--- config.mk ---
export PLATFORM = sky130hd
export DESIGN_NAME = kacc_cell
export DESIGN_NICKNAME = d
export VERILOG_FILES = /design/src/hdl/assert_macros.svh /design/src/hdl/kacc_pkg.sv /design/src/hdl/kacc_cell.sv
export SDC_FILE = /design/constraint.sdc
export NUM_CORES = 1
export LEC_CHECK = 0
export BUFFER_PORTS_ARGS = -buffer_cell sky130_fd_sc_hd__buf_2
export CAP_MARGIN = 20
export CORE_ASPECT_RATIO = 0.9
export CORE_UTILIZATION = 54
export CTS_CLUSTER_DIAMETER = 200
export CTS_CLUSTER_SIZE = 16
export DETAILED_ROUTE_END_ITERATION = 10
export PLACE_DENSITY = 0.82
export SYNTH_ARGS = -nofsm -noshare
export SYNTH_HDL_FRONTEND = slang
export SYNTH_SLANG_ARGS = --single-unit
--- constraint.sdc ---
create_clock -name clk -period 4.8 [get_ports clk]
set_input_delay 0.24 -clock clk [delete_from_list [all_inputs] [get_ports clk]]
set_output_delay 0.24 -clock clk [all_outputs]
set_load 0.01 [all_outputs]
--- src/hdl/assert_macros.svh ---
// Assertion helpers included by the top-level RTL file
`ifndef ASSERT_MACROS_SVH
`define ASSERT_MACROS_SVH

// Check that a condition implies a consequence on the same edge
`define ASSERT_IMPL(lbl, ante, cons) \
  lbl: assert property (@(posedge clk) disable iff (!rst_n) (ante) |-> (cons)) \
    else $error("assertion failed");

// Check that a condition implies a consequence on the next edge
`define ASSERT_NEXT(lbl, ante, cons) \
  lbl: assert property (@(posedge clk) disable iff (!rst_n) (ante) |=> (cons)) \
    else $error("assertion failed");

`endif

--- src/hdl/kacc_pkg.sv ---
// ---------------------------------------------------------------------------
// kacc_pkg
// Shared types and codes for the keyed accumulator.
// ---------------------------------------------------------------------------
package kacc_pkg;

  localparam int SumBits = 32;

  typedef enum logic [1:0] {
    KIND_ACC  = 2'd0,
    KIND_DUMP = 2'd1,
    KIND_BIG  = 2'd2,
    KIND_NONE = 2'd3
  } kind_t;

  typedef enum logic [1:0] {
    ST_OK    = 2'd0,
    ST_FULL  = 2'd1,
    ST_EMPTY = 2'd2,
    ST_NOMAX = 2'd3
  } status_t;

  typedef enum logic [2:0] {
    S_IDLE,
    S_ACC,
    S_LOAD,
    S_SORT,
    S_DUMP,
    S_BIG,
    S_OUT
  } state_t;

  // Control from the sequencer to every cell
  typedef struct packed {
    logic acc;    // add amount to matching cell, or insert at the free slot
    logic load;   // copy stored entry into the sort register
    logic sort;   // one odd/even compare-exchange step
    logic phase;  // 0 even pairs, 1 odd pairs
    logic shift;  // move sort register towards cell 0
  } cell_ctl_t;

  function automatic logic [SumBits-1:0] sat_add(input logic [SumBits-1:0] a,
                                                 input logic [SumBits-1:0] b);
    logic [SumBits:0] s;
    s = {a[SumBits-1], a} + {b[SumBits-1], b};
    if (s[SumBits] != s[SumBits-1])
      sat_add = s[SumBits] ? {1'b1, {(SumBits-1){1'b0}}} : {1'b0, {(SumBits-1){1'b1}}};
    else
      sat_add = s[SumBits-1:0];
  endfunction

  // Ordering: larger sum first, then smaller key
  function automatic logic goes_first(input logic [31:0] ki, input logic [SumBits-1:0] si,
                                      input logic [31:0] kj, input logic [SumBits-1:0] sj);
    if (si != sj) goes_first = $signed(si) > $signed(sj);
    else goes_first = ki < kj;
  endfunction

endpackage

--- src/hdl/kacc_cell.sv ---
// ---------------------------------------------------------------------------
// kacc_cell
// One table slot: stored entry, plus a sort register that swaps with its
// neighbour in an odd/even transposition sort and shifts out towards slot 0.
// ---------------------------------------------------------------------------
module kacc_cell #(
  parameter int KEY_BITS = 24,
  parameter int IDX      = 0
) (
  input  logic                   clk,
  input  logic                   rst_n,
  input  kacc_pkg::cell_ctl_t    ctl,
  input  logic [KEY_BITS-1:0]    in_key,
  input  logic [31:0]            in_amount,
  input  logic                   insert_here,
  input  logic                   lo_valid,
  input  logic [KEY_BITS-1:0]    lo_key,
  input  logic [31:0]            lo_sum,
  input  logic                   hi_valid,
  input  logic [KEY_BITS-1:0]    hi_key,
  input  logic [31:0]            hi_sum,
  output logic                   valid,
  output logic                   hit,
  output logic [KEY_BITS-1:0]    key,
  output logic [31:0]            sum,
  output logic                   sv,
  output logic [KEY_BITS-1:0]    sk,
  output logic [31:0]            ss
);
  import kacc_pkg::*;

  logic                valid_r;
  logic [KEY_BITS-1:0] key_r, sk_r, sk_nxt;
  logic [31:0]         sum_r, ss_r, ss_nxt;
  logic                sv_r, sv_nxt;
  logic                lead, swap_lo, swap_hi;

  assign hit   = valid_r && (key_r == in_key);
  assign valid = valid_r;
  assign key   = key_r;
  assign sum   = sum_r;
  assign sv    = sv_r;
  assign sk    = sk_r;
  assign ss    = ss_r;

  // Lower cell of its pair when parity matches the phase
  assign lead = ((IDX % 2) == 1) == ctl.phase;

  always_comb begin
    swap_hi = 1'b0;
    swap_lo = 1'b0;
    if (lead && hi_valid && sv_r)
      swap_hi = goes_first(32'(hi_key), hi_sum, 32'(sk_r), ss_r);
    if (!lead && lo_valid && sv_r)
      swap_lo = goes_first(32'(sk_r), ss_r, 32'(lo_key), lo_sum);
  end

  always_comb begin
    sv_nxt = sv_r;
    sk_nxt = sk_r;
    ss_nxt = ss_r;
    priority if (ctl.load) begin
      sv_nxt = valid_r;
      sk_nxt = key_r;
      ss_nxt = sum_r;
    end else if (ctl.shift) begin
      sv_nxt = hi_valid;
      sk_nxt = hi_key;
      ss_nxt = hi_sum;
    end else if (ctl.sort && swap_hi) begin
      sk_nxt = hi_key;
      ss_nxt = hi_sum;
    end else if (ctl.sort && swap_lo) begin
      sk_nxt = lo_key;
      ss_nxt = lo_sum;
    end else begin
      // hold the sort register
      sv_nxt = sv_r;
    end
  end

  always_ff @(posedge clk) begin
    if (!rst_n) begin
      valid_r <= 1'b0;
      sv_r    <= 1'b0;
    end else begin
      sv_r <= sv_nxt;
      if (ctl.acc && insert_here) valid_r <= 1'b1;
    end
    sk_r <= sk_nxt;
    ss_r <= ss_nxt;
    if (ctl.acc && hit) begin
      sum_r <= sat_add(sum_r, in_amount);
    end else if (ctl.acc && insert_here) begin
      key_r <= in_key;
      sum_r <= in_amount;
    end
  end

endmodule

==> summary.txt, run 1 <==
Timing
  – Final Max Tran Viols: 0
  – Final Worst Setup Slack: 0.968 ns
  – Tightest Pin Transition: 0.709 ns
  – Max Clock Skew: 0.0107 ns
  – Setup TNS: 0 ns
  – Relative slew slack: 52.7%
  – Tcrit/Tclk final: 79.8%
  – Fin crit period: 3.83 ns
  – Final Hold Vio Count: 0
  – RSZ-0062 raised after global routing: no
  – F_max: 261 MHz
  – Setup violations, final: 0

Cells and area
  – Design area: 0.0129 sq mm
  – Ratio of cells with drive above 1 in the final layout: 23.5%
  – Fill count: 1593
  – Commonest non-fill, non-tap cell in the layout: buf_2
  – Nets@finish: 1784
  – Layout area overhead: 20.8%
  – Most frequent cells in the layout: 291 x buf_2, 142 x ha_1, 123 x inv_1

Logic synthesis
  – Post-synthesis register bit count: 114
  – Syn_nets: 1510
  – Synth Flop Type: edfxtp_1
  – Seq/Total Area, Yosys: 31.9%
  – Synth warnings: 0
  – Unique masters post-synth: 63
  – Mux share of post-synthesis cell area: 0.493%
  – Number of synthesized flops with an enable pin: 112
  – Mapped Area: 0.0107 sq mm
  – Post-Synth Simple-Gate Area: 12.6%
  – Largest family of logic cells by synthesized area: compound AO/OA/AOI/OAI gates
  – Synthesized area per cell: 8.97 sq um
  – Synth Area in Adders: 18.6%
  – Async S/R FF share, synth: 0%
  – Post-synthesis compound-gate area fraction: 25.3%
  – Xor/xnor cell area share of the yosys netlist: 4.35%
  – Mapped Cells: 1189

Floorplanning
  – I/O pin count: 293
  – Initial Util: 55.3%
  – Die height: 135 microns
  – Row cnt: 48
  – Die area: 0.0203 sq mm
  – Core box area: 0.0193 sq mm
  – Die width: 150 microns

Detailed routing
  – Final ANT Viol Nets: 0
  – DRT Pass-1 Iters: 5
  – 1st-iter DRT viols: 1012
  – Vias per cell: 6.23
  – Total routed wirelength: 34.7 mm
  – DRC Markers: 0
  – DR vias: 10751
  – Wire length per cell: 20.1 microns

Hold path
  – Hold path cells: 1
  – HP Class: in -> reg

CTS
  – CTS tree: yes
  – Postcts setup bufs: 0
  – CTS hold repair buffers: 0
  – Clk sink count: 114
  – H-tree levels: 4
  – CTS resizes: 0
  – Root Driver: clkbuf_16
  – Worst skew pair latency: 0.42 ns
  – Max clock buf depth: 2
  – CTS clk-pin slew, worst paths: 0.05 ns
  – Inserted Clock Buffers: 17

Critical path
  – CP arrival: 4.00 ns
  – CP top delay family: simple AND/OR/NAND/NOR gates
  – Worst Path Buf+Inv: 2
  – Worst EP required: 4.97 ns
  – Crit-path max FO: 26
  – CP Capture Type: flip-flop
  – Max incr delay on CP: 0.79 ns
  – Critical path type: reg -> reg
  – CP max-delay cell: or3_2
  – Cell Chain, Critical Path: inv_1 > ha_1 > nand4_1 > nor4_2 > nand2_1 > or3_4 > a211oi_2 > a21oi_1 > or3_2 > buf_4 > o221a_1
  – Startpoint types: flip-flop
  – Path depth of the worst reg2reg path: 11
  – CP Depth: 11

Run status
  – Status: finished, final reports clean

Placed design
  – Placement Setup Slack: 1.01 ns
  – Final HPWL from detailed placement: 26.4 mm
  – I/O Buffers: 292
  – Dpl cell area: 0.0123 sq mm
  – Global placer's final weighted congestion: 0.941

Global route
  – Grt ovf: 0
  – Total track usage: 34.0%
  – Initial antenna violation count: 4
  – Number of global-route vias before repair: 10052
  – Largest net degree at the start of global routing: 67
  – First-pass GRT wire length: 52.8 mm

Power
  – Max IR drop VDD: 263 uV
  – PwrDens: 294 mW/mm^2
  – Leakage power: 6.09 nW

Flow run
  – Max Cap Violations: 0
[cells by family after synthesis]
| logic type | Yosys count |
|---|---|
| AO/OA/AOI/OAI | 403 |
| adder cells (fa/ha/maj) | 162 |
| XOR/XNOR | 53 |
| multiplexers | 5 |
| AND/OR/NAND/NOR | 276 |
| buffers and inverters | 176 |
| flip-flops | 114 |
[final cells by class]
type | count | area [sq um] | share of cell area, %
clock inverters | 9 | 116 | 0.903
flip-flops and latches | 114 | 3400 | 26.4
well taps | 250 | 313 | 2.43
diodes | 3 | 7.51 | 0.0583
clock buffers | 20 | 437 | 3.39
multi-input cells | 899 | 6560 | 50.9
repair buffers | 307 | 1580 | 12.3
inverters | 124 | 465 | 3.61
[synthesized netlist by cell type (4+ instances only)]
cell	n	area share, %
o21ai_1	43	2.0
edfxtp_1	112	32
a21o_1	45	3.2
nand2_1	124	4.4
clkbuf_1	33	1.2
maj3_1	19	1.8
nor3_1	11	0.52
nor2_1	37	1.3
buf_2	7	0.33
o21a_1	8	0.56
or3_1	5	0.29
buf_1	6	0.21
xnor2_1	29	2.4
buf_6	5	0.53
nor2b_1	14	0.82
xor2_1	24	2.0
o21ai_0	91	4.3
o221a_1	56	5.9
nor4_1	4	0.23
nand3_1	11	0.52
ha_1	142	17
o22ai_1	56	3.3
nand2b_1	15	0.88
inv_1	124	4.4
a21oi_1	70	3.3
nand4_1	35	2.1
o211ai_1	4	0.28
[power breakdown]
group,internal [mW],switching [mW],total [mW]
logic,0.529,0.718,1.25
clock network,0.797,0.450,1.25
registers,1.21,0.0850,1.29
[path summary, 6_finish.rpt]
kind / slack [ns] / to / startpoint
hold / removal: 0.02 / key[11]$_DFFE_PP_ / in_key[11]
setup / recovery: 0.97 / sk[19]$_DFFE_PP_ / ss[31]$_DFFE_PP_
hold reg to reg: 0.59 / valid$_SDFFE_PN0P_ / valid$_SDFFE_PN0P_
setup reg to reg: 0.97 / sk[19]$_DFFE_PP_ / ss[31]$_DFFE_PP_
[flip-flops by register name (all words and copies together), names as in the netlist]
register / flops
key: 24
valid: 1
sum: 32
sv: 1
ss: 32
sk: 24
[routing by layer]
| layer | global-route usage (%) | routed length [microns] |
|---|---|---|
| met5 | 0 | 0 |
| met4 | 12.7 | 1180 |
| met3 | 7.47 | 3700 |
| met2 | 53.2 | 15400 |
| met1 | 45.8 | 14500 |
[per-stage QoR]
| stage | hold slack [ns] | power, mW | util (%) | instances |
|---|---|---|---|---|
| global placement | 0.441 | 2.48 | 63.8 | 1692 |
| CTS | 0.0110 | 3.76 | 66.7 | 1722 |
| floorplan | 0.339 | 2.08 | - | 1189 |
| finish | 0.0182 | 3.79 | 66.8 | 1726 |
| global route | 0.0102 | 3.97 | 66.8 | 1726 |
| detailed placement | 0.444 | 2.52 | 63.9 | 1693 |
[worst reg2reg max path, cell delays in order (launching register included)]
cell	delay, ns
edfxtp_1	0.38
inv_1	0.06
ha_1	0.33
nand4_1	0.15
nor4_2	0.43
nand2_1	0.12
or3_4	0.38
a211oi_2	0.21
a21oi_1	0.14
or3_2	0.79
buf_4	0.34
o221a_1	0.27
(Power assumes the default switching activity.)
==> inputs of run 2 (changes only) <==
--- a/config.mk
+++ b/config.mk
@@ -5,14 +5,15 @@
 export SDC_FILE = /design/constraint.sdc
 export NUM_CORES = 1
 export LEC_CHECK = 0
+export ABC_AREA = 1
 export BUFFER_PORTS_ARGS = -buffer_cell sky130_fd_sc_hd__buf_2
 export CAP_MARGIN = 20
 export CORE_ASPECT_RATIO = 0.9
-export CORE_UTILIZATION = 54
+export CORE_UTILIZATION = 55
 export CTS_CLUSTER_DIAMETER = 200
 export CTS_CLUSTER_SIZE = 16
 export DETAILED_ROUTE_END_ITERATION = 10
-export PLACE_DENSITY = 0.82
+export PLACE_DENSITY = 0.83
 export SYNTH_ARGS = -nofsm -noshare
 export SYNTH_HDL_FRONTEND = slang
 export SYNTH_SLANG_ARGS = --single-unit
==> constraint.sdc (replaced) <==
create_clock -name clk -period 3.8 [get_ports clk]
set_input_delay 0.19 -clock clk [delete_from_list [all_inputs] [get_ports clk]]
set_output_delay 0.19 -clock clk [all_outputs]
set_load 0.01 [all_outputs]
==> run 2 against run 1 <==
Net effect: wire length is 2.8% higher; sequential share of layout area down 1.0 points; non-clock buffer count increased by 22; design area grew 4.0%; via count is 7.3% higher; utilization is 2.7 points higher; sequential power increased by 26%; synthesized cell count increased by 29%; flip-flop and latch count unchanged.
==> summary.txt, run 2 <==
Run status
  – Status: finished, final reports clean

Timing
  – Fin crit period: 2.94 ns (-0.896 ns)
  – Max Clock Skew: 0.0184 ns (+0.00770 ns)
  – Final Max Tran Viols: 0 (unchanged)
  – Setup TNS: 0 ns (unchanged)
  – Final Hold Vio Count: 0 (unchanged)
  – Final Worst Setup Slack: 0.864 ns (-0.104 ns)
  – Tightest Pin Transition: 0.843 ns (+0.134 ns)
  – Tcrit/Tclk final: 77.3% (-2.6 points)
  – Relative slew slack: 43.2% (-9.5 points)
  – RSZ-0062 raised after global routing: no
  – Setup violations, final: 0 (unchanged)
  – F_max: 341 MHz (+31%)
  – Fin Hold WS: 0.0575 ns (+0.0393 ns)

Placed design
  – I/O Buffers: 292 (unchanged)
  – Global placer's final weighted congestion: 1.08 (+15%)
  – Placement Setup Slack: 0.874 ns (-0.134 ns)
  – Final HPWL from detailed placement: 27.9 mm (+5.9%)
  – Dpl cell area: 0.0126 sq mm (+2.3%)

Global route
  – Number of global-route vias before repair: 10655 (+6.0%)
  – Largest net degree at the start of global routing: 59 (-12%)
  – Total track usage: 35.1% (+1.1 points)
  – Initial antenna violation count: 5 (+1)
  – Grt ovf: 0 (unchanged)
  – First-pass GRT wire length: 54.5 mm (+3.2%)

Floorplanning
  – Core box area: 0.0193 sq mm (unchanged)
  – I/O pin count: 293 (unchanged)
  – Initial Util: 56.6% (+1.3 points)
  – Die height: 136 microns (+0.24%)
  – Row cnt: 48 (unchanged)
  – Die area: 0.0204 sq mm (+0.49%)
  – Die width: 150 microns (+0.25%)

Logic synthesis
  – Mapped Cells: 1529 (+29%)
  – Post-Synth Simple-Gate Area: 29.2% (+17 points)
  – Mux share of post-synthesis cell area: 0% (-0.49 points)
  – Most common cell in the netlist: nand2_1
  – Synth warnings: 0 (unchanged)
  – Post-synthesis compound-gate area fraction: 10.0% (-15 points)
  – Mapped Area: 0.0109 sq mm (+2.4%)
  – Unique masters post-synth: 44 (-30%)
  – Seq/Total Area, Yosys: 31.2% (-0.74 points)
  – Post-synthesis register bit count: 114 (unchanged)
  – Synthesized area per cell: 7.14 sq um (-20%)
  – Cell taking the most area after synthesis: edfxtp_1
  – Xor/xnor cell area share of the yosys netlist: 2.49% (-1.9 points)
  – Top-area cell type share of the netlist area: 30.8% (-0.73 points)
  – Synth Area in Adders: 16.5% (-2.2 points)
  – Number of synthesized flops with an enable pin: 112 (unchanged)
  – Largest family of logic cells by synthesized area: simple AND/OR/NAND/NOR gates
  – Async S/R FF share, synth: 0% (unchanged)
  – Largest cells by area after synthesis: edfxtp_1 31%, ha_1 16%, nand2_1 15%
  – Synth Flop Type: edfxtp_1
  – Top post-synthesis cells by count: 422 x nand2_1, 258 x inv_1, 152 x nand3_1, 142 x ha_1, 115 x a21oi_1
  – Syn_nets: 1850 (+23%)

Hold path
  – Worst Min Path Start: rst_n
  – Hold path cells: 3 (+2)
  – Hold Path End: valid$_SDFFE_PN0P_
  – HP Class: in -> reg

Cells and area
  – Commonest non-fill, non-tap cell in the layout: nand2_1
  – Nets@finish: 2157 (+21%)
  – Design area: 0.0134 sq mm (+4.0%)
  – Ratio of cells with drive above 1 in the final layout: 20.3% (-3.2 points)
  – Layout area overhead: 22.8%
  – Most frequent cells in the layout: 419 x nand2_1, 292 x buf_2, 257 x inv_1

CTS
  – Root Driver: clkbuf_16
  – H-tree levels: 4 (unchanged)
  – CTS clk-pin slew, worst paths: 0.06 ns (about the same)
  – Postcts setup bufs: 0 (unchanged)
  – Inserted Clock Buffers: 17 (unchanged)
  – CTS hold repair buffers: 24 (+24)
  – Worst skew pair latency: 0.43 ns (about the same)
  – Max clock buf depth: 2 (unchanged)
  – CTS tree: yes
  – Clk sink count: 114 (unchanged)
  – CTS resizes: 0 (unchanged)

Critical path
  – CP Capture Type: flip-flop
  – FF-to-FF End: sum[8]$_DFFE_PP_
  – Crit-path max FO: 29 (+12%)
  – Reg-to-reg critical path startpoint: sum[0]$_DFFE_PP_
  – Path depth of the worst reg2reg path: 15 (+4)
  – Critical path type: reg -> reg
  – Startpoint types: flip-flop
  – Worst EP required: 3.95 ns (-1.02 ns)
  – CP arrival: 3.09 ns (-0.91 ns)
  – Reg2reg setup slack: 0.86 ns (-0.10 ns)

Power
  – Logic pwr share: 31.9% (-1.0 points)
  – PwrDens: 346 mW/mm^2 (+18%)
  – Tot Pwr: 4.64 mW (+22%)
  – Clock Power Share: 32.9% (about the same)
  – Max IR drop VDD: 351 uV (+34%)
  – Switch share: 35.6% (+2.6 points)
  – Sequential Power Share: 35.2% (+1.1 points)
  – Int Pwr: 2.98 mW (+18%)
  – Leakage power: 7.31 nW (+20%)
  – NetSw: 1.65 mW (+32%)

Flow run
  – Max Cap Violations: 0 (unchanged)

Detailed routing
  – Total routed wirelength: 35.7 mm (+2.8%)
  – Final ANT Viol Nets: 0 (unchanged)
  – Wire length per cell: 17.0 microns (-16%)
  – DRT Pass-1 Iters: 6 (+1)
  – DRC Markers: 0 (unchanged)
  – 1st-iter DRT viols: 936 (-7.5%)
  – DR vias: 11539 (+7.3%)
  – Vias per cell: 5.49 (-12%)
==> run 2: changes by cell type in the layout (fill, tap and decap cells not counted), moves of 45 or more <==
cell	previous run	this run
nand2_1	122	419
nand3_1	11	152
inv_1	123	257
nor2_1	36	106
o221a_1	56	0
o22ai_1	56	0
o21ai_0	91	36
a21oi_1	70	115
==> run 2: power groups by stage <==
stage / sequential (mW) / combinational, mW / clock [mW]
6_report: 1.63 / 1.48 / 1.53
3_5_place_dp: 1.65 / 1.43 / 0
4_1_cts: 1.63 / 1.46 / 1.53
5_1_grt: 1.64 / 1.66 / 1.58
3_3_place_gp: 1.65 / 1.39 / 0
2_1_floorplan: 1.68 / 0.889 / 0
==> run 2: cells by family after synthesis <==
logic type | after synthesis
AO/OA/AOI/OAI | 194
flip-flops | 114
XOR/XNOR | 31
adder cells (fa/ha/maj) | 143
buffers and inverters | 299
AND/OR/NAND/NOR | 748
==> run 2: metal layers <==
metal / up-vias / global-route usage [%] / share of wire (%)
met5: - / 0 / 0.067
met4: 4 / 13.6 / 3.5
met3: 94 / 5.96 / 9.2
met2: 605 / 54.5 / 44
met1: 5195 / 48.6 / 43
li1: 5641 / - / -
==> run 2: worst max path at each step <==
stage | start | end | slack [ns] | cells past startpoint
CTS | ss[31]$_DFFE_PP_ | ss[5]$_DFFE_PP_ | 0.86 | 16
global placement | sum[0]$_DFFE_PP_ | sum[25]$_DFFE_PP_ | 1.01 | 15
detailed placement | ss[31]$_DFFE_PP_ | ss[25]$_DFFE_PP_ | 0.87 | 16
floorplan | ss[31]$_DFFE_PP_ | sk[0]$_DFFE_PP_ | 0.29 | 15
global route | ss[31]$_DFFE_PP_ | ss[2]$_DFFE_PP_ | 0.50 | 16
finish | sum[0]$_DFFE_PP_ | sum[8]$_DFFE_PP_ | 0.86 | 15
==> run 2: area by class of cell <==
cell class | instances | area, sq um
Clock inverter | 15 | 120
Inverter | 258 | 968
Clock buffer | 17 | 425
Antenna cell | 3 | 7.51
Fill cell | 1693 | 5880
Timing Repair Buffer | 329 | 1800
Tap cell | 250 | 313
Sequential cell | 114 | 3400
Multi-Input combinational cell | 1116 | 6360
==> run 2: critical path: stages (launching register included) <==
cell and delay, ns:
edfxtp_1 0.42, ha_1 0.23, fa_1 0.41, nand3_1 0.09, nand2_1 0.11, nand2_1 0.09, nand3_1 0.14, nand2_1 0.12
nand2_2 0.10, nand3_2 0.09, nand2_1 0.07, nand2_1 0.08, nand2_2 0.07, a21oi_2 0.13, buf_4 0.38, a21oi_1 0.13
==> run 2: through the flow <==
step / util [%] / cells
detailed placement: 65.4 / 2043
global route: 69.5 / 2102
floorplan: - / 1529
CTS: 69.5 / 2099
finish: 69.5 / 2102
global placement: 65.4 / 2043
